`src/design/sba_pkg.sv`:
```
// ----------------------------------------------------------------------------
// sba_pkg
// Types and codes shared by the subnet bitmap allocator modules.
// ----------------------------------------------------------------------------
package sba_pkg;

  localparam int unsigned SlotW = 6;
  localparam int unsigned CntW  = 7;
  localparam int unsigned AddrW = 32;
  localparam int unsigned StatW = 3;
  localparam int unsigned PfxW  = 6;
  localparam int unsigned CfgIdxW = 2;

  localparam logic [PfxW-1:0] PfxMax = 6'd32;

  localparam logic CMD_ALLOC   = 1'b0;
  localparam logic CMD_RELEASE = 1'b1;

  localparam logic [StatW-1:0] ST_OK         = 3'd0;
  localparam logic [StatW-1:0] ST_RANGE      = 3'd1;
  localparam logic [StatW-1:0] ST_TAKEN      = 3'd2;
  localparam logic [StatW-1:0] ST_ZERO_REL   = 3'd3;
  localparam logic [StatW-1:0] ST_NOT_ALLOC  = 3'd4;
  localparam logic [StatW-1:0] ST_MISALIGNED = 3'd5;

  localparam logic [CfgIdxW-1:0] REG_BASE   = 2'd0;
  localparam logic [CfgIdxW-1:0] REG_PREFIX = 2'd1;
  localparam logic [CfgIdxW-1:0] REG_COUNT  = 2'd2;

  typedef enum logic [1:0] {
    SEQ_IDLE,
    SEQ_SCAN,
    SEQ_EVAL
  } seq_state_e;

  typedef struct packed {
    logic             command;
    logic [SlotW-1:0] slot_index;
  } sba_req_t;

  typedef struct packed {
    logic [StatW-1:0] status;
    logic [SlotW-1:0] granted_index;
    logic [AddrW-1:0] subnet_address;
  } sba_rsp_t;

  typedef struct packed {
    logic            done;
    logic [CntW-1:0] slot;
  } sba_scan_t;

endpackage

```
`src/design/sba_scan.sv`:
```
// ----------------------------------------------------------------------------
// sba_scan
// First-fit search: tests one bitmap slot per cycle while step_i is high, lowest slot first.
// ----------------------------------------------------------------------------
module sba_scan
  import sba_pkg::*;
#(
  parameter int unsigned MAX_SUBNETS = 32
) (
  input  logic                   clk_i,
  input  logic                   rst_ni,
  input  logic                   load_i,
  input  logic                   step_i,
  input  logic [MAX_SUBNETS-1:0] bitmap_i,
  input  logic [CntW-1:0]        count_i,
  output sba_scan_t              scan_o
);

  localparam int unsigned IdxW = (MAX_SUBNETS > 1) ? $clog2(MAX_SUBNETS) : 1;

  logic [CntW-1:0] slot_q, slot_d;
  logic [CntW-1:0] slot_m1;
  logic [IdxW-1:0] bit_sel;
  logic            hit;

  assign slot_m1 = slot_q - CntW'(1);
  assign bit_sel = slot_m1[IdxW-1:0];
  assign hit     = (slot_q > count_i) || !bitmap_i[bit_sel];

  always_comb begin
    slot_d = slot_q;
    if (load_i) begin
      slot_d = CntW'(1);
    end else if (step_i && !hit) begin
      slot_d = slot_q + CntW'(1);
    end
  end

  always_ff @(posedge clk_i or negedge rst_ni) begin
    if (!rst_ni) begin
      slot_q <= '0;
    end else begin
      slot_q <= slot_d;
    end
  end

  assign scan_o.done = step_i && hit;
  assign scan_o.slot = slot_q;

endmodule

```
`src/design/subnet_bitmap_allocator.sv`:
```
// ----------------------------------------------------------------------------
// subnet_bitmap_allocator
// Bitmap allocator of subnet slots with first-fit search and address grant.
// ----------------------------------------------------------------------------
// A command is taken when start is high and busy is low. A command naming a
// slot, or any release, goes from the idle state to the evaluate state and
// back; an allocate of slot 0 first passes through the scan state, where the
// first-fit search walks the bitmap one slot per cycle from slot 1 and stops
// at the first free slot or one past the count. The result appears on rsp_o
// for exactly one cycle with done_o high, the first cycle with busy low; it
// cannot be stalled and must be captured then.
// Configuration writes are always ready and take effect at once.
// ----------------------------------------------------------------------------
module subnet_bitmap_allocator
  import sba_pkg::*;
#(
  parameter int unsigned MAX_SUBNETS = 32
) (
  input  logic               clk_i,
  input  logic               rst_ni,
  input  logic               start,
  output logic               busy,
  input  sba_req_t           req_i,
  output logic               done_o,
  output sba_rsp_t           rsp_o,
  input  logic               cfg_valid_i,
  output logic               cfg_ready_o,
  input  logic [CfgIdxW-1:0] cfg_index_i,
  input  logic [AddrW-1:0]   cfg_data_i
);

  localparam int unsigned IdxW = (MAX_SUBNETS > 1) ? $clog2(MAX_SUBNETS) : 1;
  localparam logic [CntW-1:0] MaxCnt = CntW'(MAX_SUBNETS);

  logic [AddrW-1:0] base_q;
  logic [PfxW-1:0]  prefix_q;
  logic [SlotW-1:0] count_q;

  seq_state_e state_q, state_d;
  logic             cmd_q, cmd_d;
  logic [CntW-1:0]  idx_q, idx_d;
  logic [MAX_SUBNETS-1:0] bitmap_q, bitmap_d;
  sba_rsp_t         rsp_q, rsp_d;
  logic             done_q, done_d;

  logic [PfxW-1:0]  eff_pfx;
  logic [PfxW-1:0]  host_bits;
  logic [AddrW:0]   mask_w;
  logic             misaligned;
  logic [CntW-1:0]  eff_cnt;
  logic [CntW-1:0]  idx_m1;
  logic [IdxW-1:0]  bit_sel;
  logic             taken;
  logic [AddrW-1:0] offset;
  logic [AddrW-1:0] grant_addr;
  logic             scan_load;
  logic             scan_step;
  sba_scan_t        scan;

  assign cfg_ready_o = 1'b1;

  always_ff @(posedge clk_i or negedge rst_ni) begin
    if (!rst_ni) begin
      base_q   <= '0;
      prefix_q <= 6'd24;
      count_q  <= '0;
    end else if (cfg_valid_i) begin
      case (cfg_index_i)
        REG_BASE:   base_q   <= cfg_data_i;
        REG_PREFIX: prefix_q <= cfg_data_i[PfxW-1:0];
        REG_COUNT:  count_q  <= cfg_data_i[SlotW-1:0];
        default:    ;
      endcase
    end
  end

  assign eff_pfx    = (prefix_q > PfxMax) ? PfxMax : prefix_q;
  assign host_bits  = PfxMax - eff_pfx;
  assign mask_w     = ((AddrW+1)'(1) << host_bits) - (AddrW+1)'(1);
  assign misaligned = |(base_q & mask_w[AddrW-1:0]);
  assign eff_cnt    = ({1'b0, count_q} > MaxCnt) ? MaxCnt : {1'b0, count_q};

  assign idx_m1     = idx_q - CntW'(1);
  assign bit_sel    = idx_m1[IdxW-1:0];
  assign taken      = bitmap_q[bit_sel];
  assign offset     = {{(AddrW-SlotW){1'b0}}, idx_m1[SlotW-1:0]} << host_bits;
  assign grant_addr = base_q + offset;

  sba_scan #(
    .MAX_SUBNETS(MAX_SUBNETS)
  ) u_scan (
    .clk_i   (clk_i),
    .rst_ni  (rst_ni),
    .load_i  (scan_load),
    .step_i  (scan_step),
    .bitmap_i(bitmap_q),
    .count_i (eff_cnt),
    .scan_o  (scan)
  );

  always_comb begin
    state_d   = state_q;
    cmd_d     = cmd_q;
    idx_d     = idx_q;
    bitmap_d  = bitmap_q;
    rsp_d     = rsp_q;
    done_d    = 1'b0;
    scan_load = 1'b0;
    scan_step = 1'b0;
    case (state_q)
      SEQ_IDLE: begin
        if (start) begin
          cmd_d = req_i.command;
          idx_d = {1'b0, req_i.slot_index};
          if (req_i.command == CMD_ALLOC && req_i.slot_index == '0) begin
            scan_load = 1'b1;
            state_d   = SEQ_SCAN;
          end else begin
            state_d = SEQ_EVAL;
          end
        end
      end
      SEQ_SCAN: begin
        scan_step = 1'b1;
        if (scan.done) begin
          idx_d   = scan.slot;
          state_d = SEQ_EVAL;
        end
      end
      SEQ_EVAL: begin
        done_d = 1'b1;
        rsp_d  = '{status: ST_OK, granted_index: '0, subnet_address: '0};
        if (misaligned) begin
          rsp_d.status = ST_MISALIGNED;
        end else if (cmd_q == CMD_ALLOC) begin
          if (idx_q > eff_cnt) begin
            rsp_d.status = ST_RANGE;
          end else if (taken) begin
            rsp_d.status = ST_TAKEN;
          end else begin
            bitmap_d[bit_sel]    = 1'b1;
            rsp_d.granted_index  = idx_q[SlotW-1:0];
            rsp_d.subnet_address = grant_addr;
          end
        end else begin
          if (idx_q == '0) begin
            rsp_d.status = ST_ZERO_REL;
          end else if (idx_q > eff_cnt) begin
            rsp_d.status = ST_RANGE;
          end else if (!taken) begin
            rsp_d.status = ST_NOT_ALLOC;
          end else begin
            bitmap_d[bit_sel]   = 1'b0;
            rsp_d.granted_index = idx_q[SlotW-1:0];
          end
        end
        state_d = SEQ_IDLE;
      end
      default: state_d = SEQ_IDLE;
    endcase
  end

  always_ff @(posedge clk_i or negedge rst_ni) begin
    if (!rst_ni) begin
      state_q  <= SEQ_IDLE;
      bitmap_q <= '0;
      done_q   <= 1'b0;
    end else begin
      state_q  <= state_d;
      bitmap_q <= bitmap_d;
      done_q   <= done_d;
    end
  end

  always_ff @(posedge clk_i) begin
    cmd_q <= cmd_d;
    idx_q <= idx_d;
    rsp_q <= rsp_d;
  end

  assign busy   = (state_q != SEQ_IDLE);
  assign done_o = done_q;
  assign rsp_o  = rsp_q;

endmodule

```
`config.mk`:
```
export PLATFORM = sky130hd
export DESIGN_NAME = subnet_bitmap_allocator
export DESIGN_NICKNAME = d
export VERILOG_FILES = /design/src/design/sba_pkg.sv /design/src/design/sba_scan.sv /design/src/design/subnet_bitmap_allocator.sv
export SDC_FILE = /design/constraint.sdc
export NUM_CORES = 1
export LEC_CHECK = 0
export BUFFER_PORTS_ARGS = -buffer_cell sky130_fd_sc_hd__buf_4
export CORE_MARGIN = 3
export CORE_UTILIZATION = 55
export CTS_BUF_LIST = sky130_fd_sc_hd__clkbuf_4 sky130_fd_sc_hd__clkbuf_8
export DETAILED_ROUTE_END_ITERATION = 10
export PLACE_DENSITY = 0.83
export SYNTH_ARGS = -nofsm -noshare
export SYNTH_HDL_FRONTEND = slang
export SYNTH_HIERARCHICAL = 1
export SYNTH_SLANG_ARGS = --single-unit
```
`constraint.sdc`:
```
create_clock -name clk_i -period 7.6 [get_ports clk_i]
set_input_delay 0.76 -clock clk_i [delete_from_list [all_inputs] [get_ports clk_i]]
set_output_delay 0.76 -clock clk_i [all_outputs]
set_load 0.1 [all_outputs]
```
==> results.md <==
Yosys:
- Counting instances in the post-synthesis netlist gives the leading cell types as sky130_fd_sc_hd__nor2_1 (95), sky130_fd_sc_hd__dfrtp_1 (84), sky130_fd_sc_hd__nand2_1 (72), sky130_fd_sc_hd__ha_1 (57).
- After synthesis, the share of flip-flops with an asynchronous set or reset is 63.70%.
- The most common flop cell mapped by yosys is sky130_fd_sc_hd__dfrtp_1.
- The post-synthesis cell type count is 91.
- The most frequent cell after synthesis is sky130_fd_sc_hd__nor2_1.
- The number of warning messages in the yosys log is 6.
- Of all cell types, the one taking the most synthesized area is sky130_fd_sc_hd__dfrtp_1.
- Ranked by total cell area, the synthesized netlist is headed by sky130_fd_sc_hd__dfrtp_1 (21%), sky130_fd_sc_hd__edfxtp_1 (15%), sky130_fd_sc_hd__ha_1 (7.1%), sky130_fd_sc_hd__mux2_2 (5.7%), sky130_fd_sc_hd__nor2_1 (3.5%).
- Synthesis produced 1,070 cells.
- The average instance area after synthesis is 9.413 µm².
- Summing every instance area after synthesis gives 0.01007 mm².
- The fraction of post-synthesis cell area in the top cell type by area is 20.87%.
- The register bit total from synthesis is 135.
- The post-synth net total is 1,173.
- The synthesized design contains 49 enable-type register cells.
- The sequential cell area fraction in the yosys report is 36.00%.

Timing:
- The setup clock skew after layout is 13.54 ps.
- The least setup slack across all paths after layout is 780.5 ps.
- For this run, the top clock speed supported by timing is 0.1466 GHz.
- The final number of max-transition violations is 0.
- The transition time at the pin with the least slew margin is 1115 ps.
- The number of hold violations in the final report is 0.
- The worst pin sits at a relative slew slack of 25.54%.
- Setup repair after global routing left no endpoint under its margin.
- The final hold slack is 287.7 ps.
- The routed design could run at a clock period as short as 6820 ps.
- The final critical path takes up 89.73% of the cycle.
- Adding up every negative setup slack in the final design gives 0 ps.
- The number of endpoints failing setup at the final stage is 0.

Setup path:
- The endpoint of the most critical setup path is rsp_o[31].
- The maximum net fanout on the critical path is 18.
- The startpoint identified for the worst register-to-register timing path is prefix_q[5].
- The worst setup path is launched from a flop.
- In this run the critical register-to-register path is captured at rsp_o[31].
- The worst register-to-register path has a depth of 20.
- The classification of the worst setup path is reg -> reg.
- For the worst setup path, the data required time is 7800 ps.
- The worst register-to-register path has a setup slack of 780 ps.
- The data arrival time of the critical path is 7020 ps.
- The nature of the critical path endpoint is a flop.
- The launching element of the worst setup path is prefix_q[5].

Place:
- The wire-length estimate of the detail-placed layout is 19,850 µm.
- The area of placed instances is 0.01083 mm².
- The congestion estimate from routability-driven global placement came to 0.9873.
- The minimum setup slack after placement is 963.4 ps.
- During placement, the flow inserted port buffers numbering 87.

Clock network:
- The longest clock path from root to sink contains 2 buffers.
- The post-cts gate resize count is 0.
- The CTS clock-pin slew for the worst setup and hold paths is 80 ps.
- The quantity of hold-fixing buffers added after cts is 0.
- The CTS tree is yes.
- The tree is rooted in a sky130_fd_sc_hd__clkbuf_8.
- At the later pin of the worst-skew pair, clock insertion delay measures 460 ps.
- For this design, the sink count on the clock tree is 135.
- Buffers inserted during clock tree synthesis total 17.
- The level count of the clock H-tree is 4.
- The total setup buffers inserted after CTS is 0.

Route:
- The detailed router finished its first iteration with 975 violations.
- After detailed routing, the wire length on met1 is 11,850 µm.
- The routed wire length is 26,900 µm.
- The detailed-route via count is 8,760.
- The met2 layer wire length in the routed design is 11,740 µm.
- The routed design uses 2839 µm of met3 wire.
- Routed signal wires occupy layers up through met4.
- The average vias per placed instance is 6.404.
- Dividing the detail-routed wire length by the instance count gives 19.67 µm.
- In the routed design, unresolved DRC markers number 0.
- The count of nets left with antenna violations once routing finished came out at 0.
- The first-pass detailed-route iteration total is 5.

Global route:
- The number of global-route vias before repair came to 7,951.
- The first global-routing pass estimated 42,450 µm of wire.
- Entering global routing, the biggest net connects 51 pins.
- Across every metal layer, demand over resource in global routing totals 26.66%.
- The number of antenna violations at the first check in global routing is 0.
- The remaining global-route overflow is 0.

Cells and area:
- In the final design database the tool counted 1,233 nets.
- The area growth from synthesis to layout is 11.61%.
- After routing the design area is 0.01124 mm².
- The repair_antennas step left the layout with diodes totalling 0.
- The layout cell share with drive strength beyond 1 is 19.51%.

Floorplan:
- The core box area is 0.01760 mm².
- The die outline area is 0.01997 mm².
- The floorplan has 48 rows.
- From bottom edge to top edge, the die measures 141.3 µm.
- Measured along the x axis, the die boundary spans 141.3 µm.
- The initial utilization of the core area, before any placement, comes to 57.24%.
- The number of top-level pins is 89.

Power:
- The worst-case IR drop observed on VDD is 0.0001904 V.
- The power per unit of standard cell area is 257.9 mW/mm².
- Summed over all cells, the static leakage comes to 4.849 nW.

Min path:
- In this run the worst hold path is classified as in -> async.

Job:
- The reported max-cap violation count is 0.

Run status:
- The run finished with clean final reports.
final cells by class:
type                    count  area, µm²
multi-input cells         829       6011
flip-flops and latches    135       3626
clock inverters            12      152.6
inverters                  52      195.2
well taps                 225      281.5
clock buffers              20      262.8
repair buffers             95      713.2
fillers                  1417       6355
worst min-delay path by stage:
stage	startpoint	end	slack, ps	cells past startpoint
3_3_place_gp	count_q[0]	count_q[0]	490	1
3_5_place_dp	count_q[1]	count_q[1]	500	1
4_1_cts	rst_ni	state_q[0]	300	1
6_report	rst_ni	state_q[0]	290	1
2_1_floorplan	rst_ni	async pin	460	0
5_1_grt	rst_ni	state_q[0]	330	1
cell usage in the layout, fill, tap and decap left out, types with 5 or more instances in the layout:
cell type                   count
sky130_fd_sc_hd__mux4_2         8
sky130_fd_sc_hd__o31ai_1       28
sky130_fd_sc_hd__nand3_1       42
sky130_fd_sc_hd__ha_1          57
sky130_fd_sc_hd__or3_1         10
sky130_fd_sc_hd__inv_1         51
sky130_fd_sc_hd__mux2_2        51
sky130_fd_sc_hd__xnor2_1       27
sky130_fd_sc_hd__a21o_1        22
sky130_fd_sc_hd__or2_2          8
sky130_fd_sc_hd__clkbuf_8      18
sky130_fd_sc_hd__nand2_1       72
sky130_fd_sc_hd__nor4_1         9
sky130_fd_sc_hd__xor2_1        19
sky130_fd_sc_hd__a21oi_1       51
sky130_fd_sc_hd__and3_1        13
sky130_fd_sc_hd__o41ai_1       24
sky130_fd_sc_hd__o21a_1        24
sky130_fd_sc_hd__a2111oi_0      5
sky130_fd_sc_hd__nor2_1        95
sky130_fd_sc_hd__a31oi_1        6
sky130_fd_sc_hd__nor3b_1        9
sky130_fd_sc_hd__dfrtp_1       84
sky130_fd_sc_hd__nor2b_1       15
sky130_fd_sc_hd__and2_1         7
sky130_fd_sc_hd__o21ai_0       40
sky130_fd_sc_hd__buf_4         95
sky130_fd_sc_hd__nand2b_1      11
sky130_fd_sc_hd__nand4_1       11
sky130_fd_sc_hd__nor3_1        36
sky130_fd_sc_hd__mux2i_1       30
sky130_fd_sc_hd__o21bai_1       6
sky130_fd_sc_hd__edfxtp_1      49
per-stage QoR:
stage	power [mW]	utilization, %	cells
finish	2.899	63.89	1368
global route	3.059	63.89	1368
CTS	2.868	63.89	1368
detailed placement	2.235	61.53	1336
global placement	2.217	61.53	1336
floorplan	1.923	-	1070
where the power goes:
group	internal [mW]	leakage (nW)	total, mW	switching (mW)
registers	0.814	1.57	0.896	0.0816
logic	0.502	3.07	1.37	0.872
clock network	0.339	0.205	0.630	0.291
total	1.65	4.85	2.90	1.24
kinds of logic (layout without fill, tap and decap cells):
kind of cell    Yosys count  after routing  share of synthesized area (%)
other cells               2              2                        0.07456
compound gates          262            262                          18.50
xor+xnor                 48             48                          4.323
flops                   135            135                          36.00
buf+inv                 106            179                          4.447
simple gates            370            370                          18.91
mux                      89             89                          10.47
fa+ha+maj                58             58                          7.279
layer usage:
metal	vias to the layer above	global-route usage, %
met5	-	0
met4	0	7.037
met3	40	6.269
met2	463	38.53
met1	4168	40.29
li1	4089	-
worst max-delay path, cell delays in order (launching register included):
cell,delay [ps]
sky130_fd_sc_hd__dfrtp_1,570
sky130_fd_sc_hd__nor2b_1,600
sky130_fd_sc_hd__clkinv_1,450
sky130_fd_sc_hd__ha_1,510
sky130_fd_sc_hd__nor3b_1,340
sky130_fd_sc_hd__o21ai_1,190
sky130_fd_sc_hd__a21oi_1,380
sky130_fd_sc_hd__nand3_1,230
sky130_fd_sc_hd__inv_1,100
sky130_fd_sc_hd__ha_1,230
sky130_fd_sc_hd__a21o_1,190
sky130_fd_sc_hd__a21oi_1,220
sky130_fd_sc_hd__o21ai_0,130
sky130_fd_sc_hd__a2111oi_0,580
sky130_fd_sc_hd__o31a_1,290
sky130_fd_sc_hd__o22ai_1,170
sky130_fd_sc_hd__o21ai_0,360
sky130_fd_sc_hd__o21ai_0,240
sky130_fd_sc_hd__a31oi_1,430
sky130_fd_sc_hd__and3_1,290
sky130_fd_sc_hd__nor4_4,50
(Power assumes the default switching activity.)
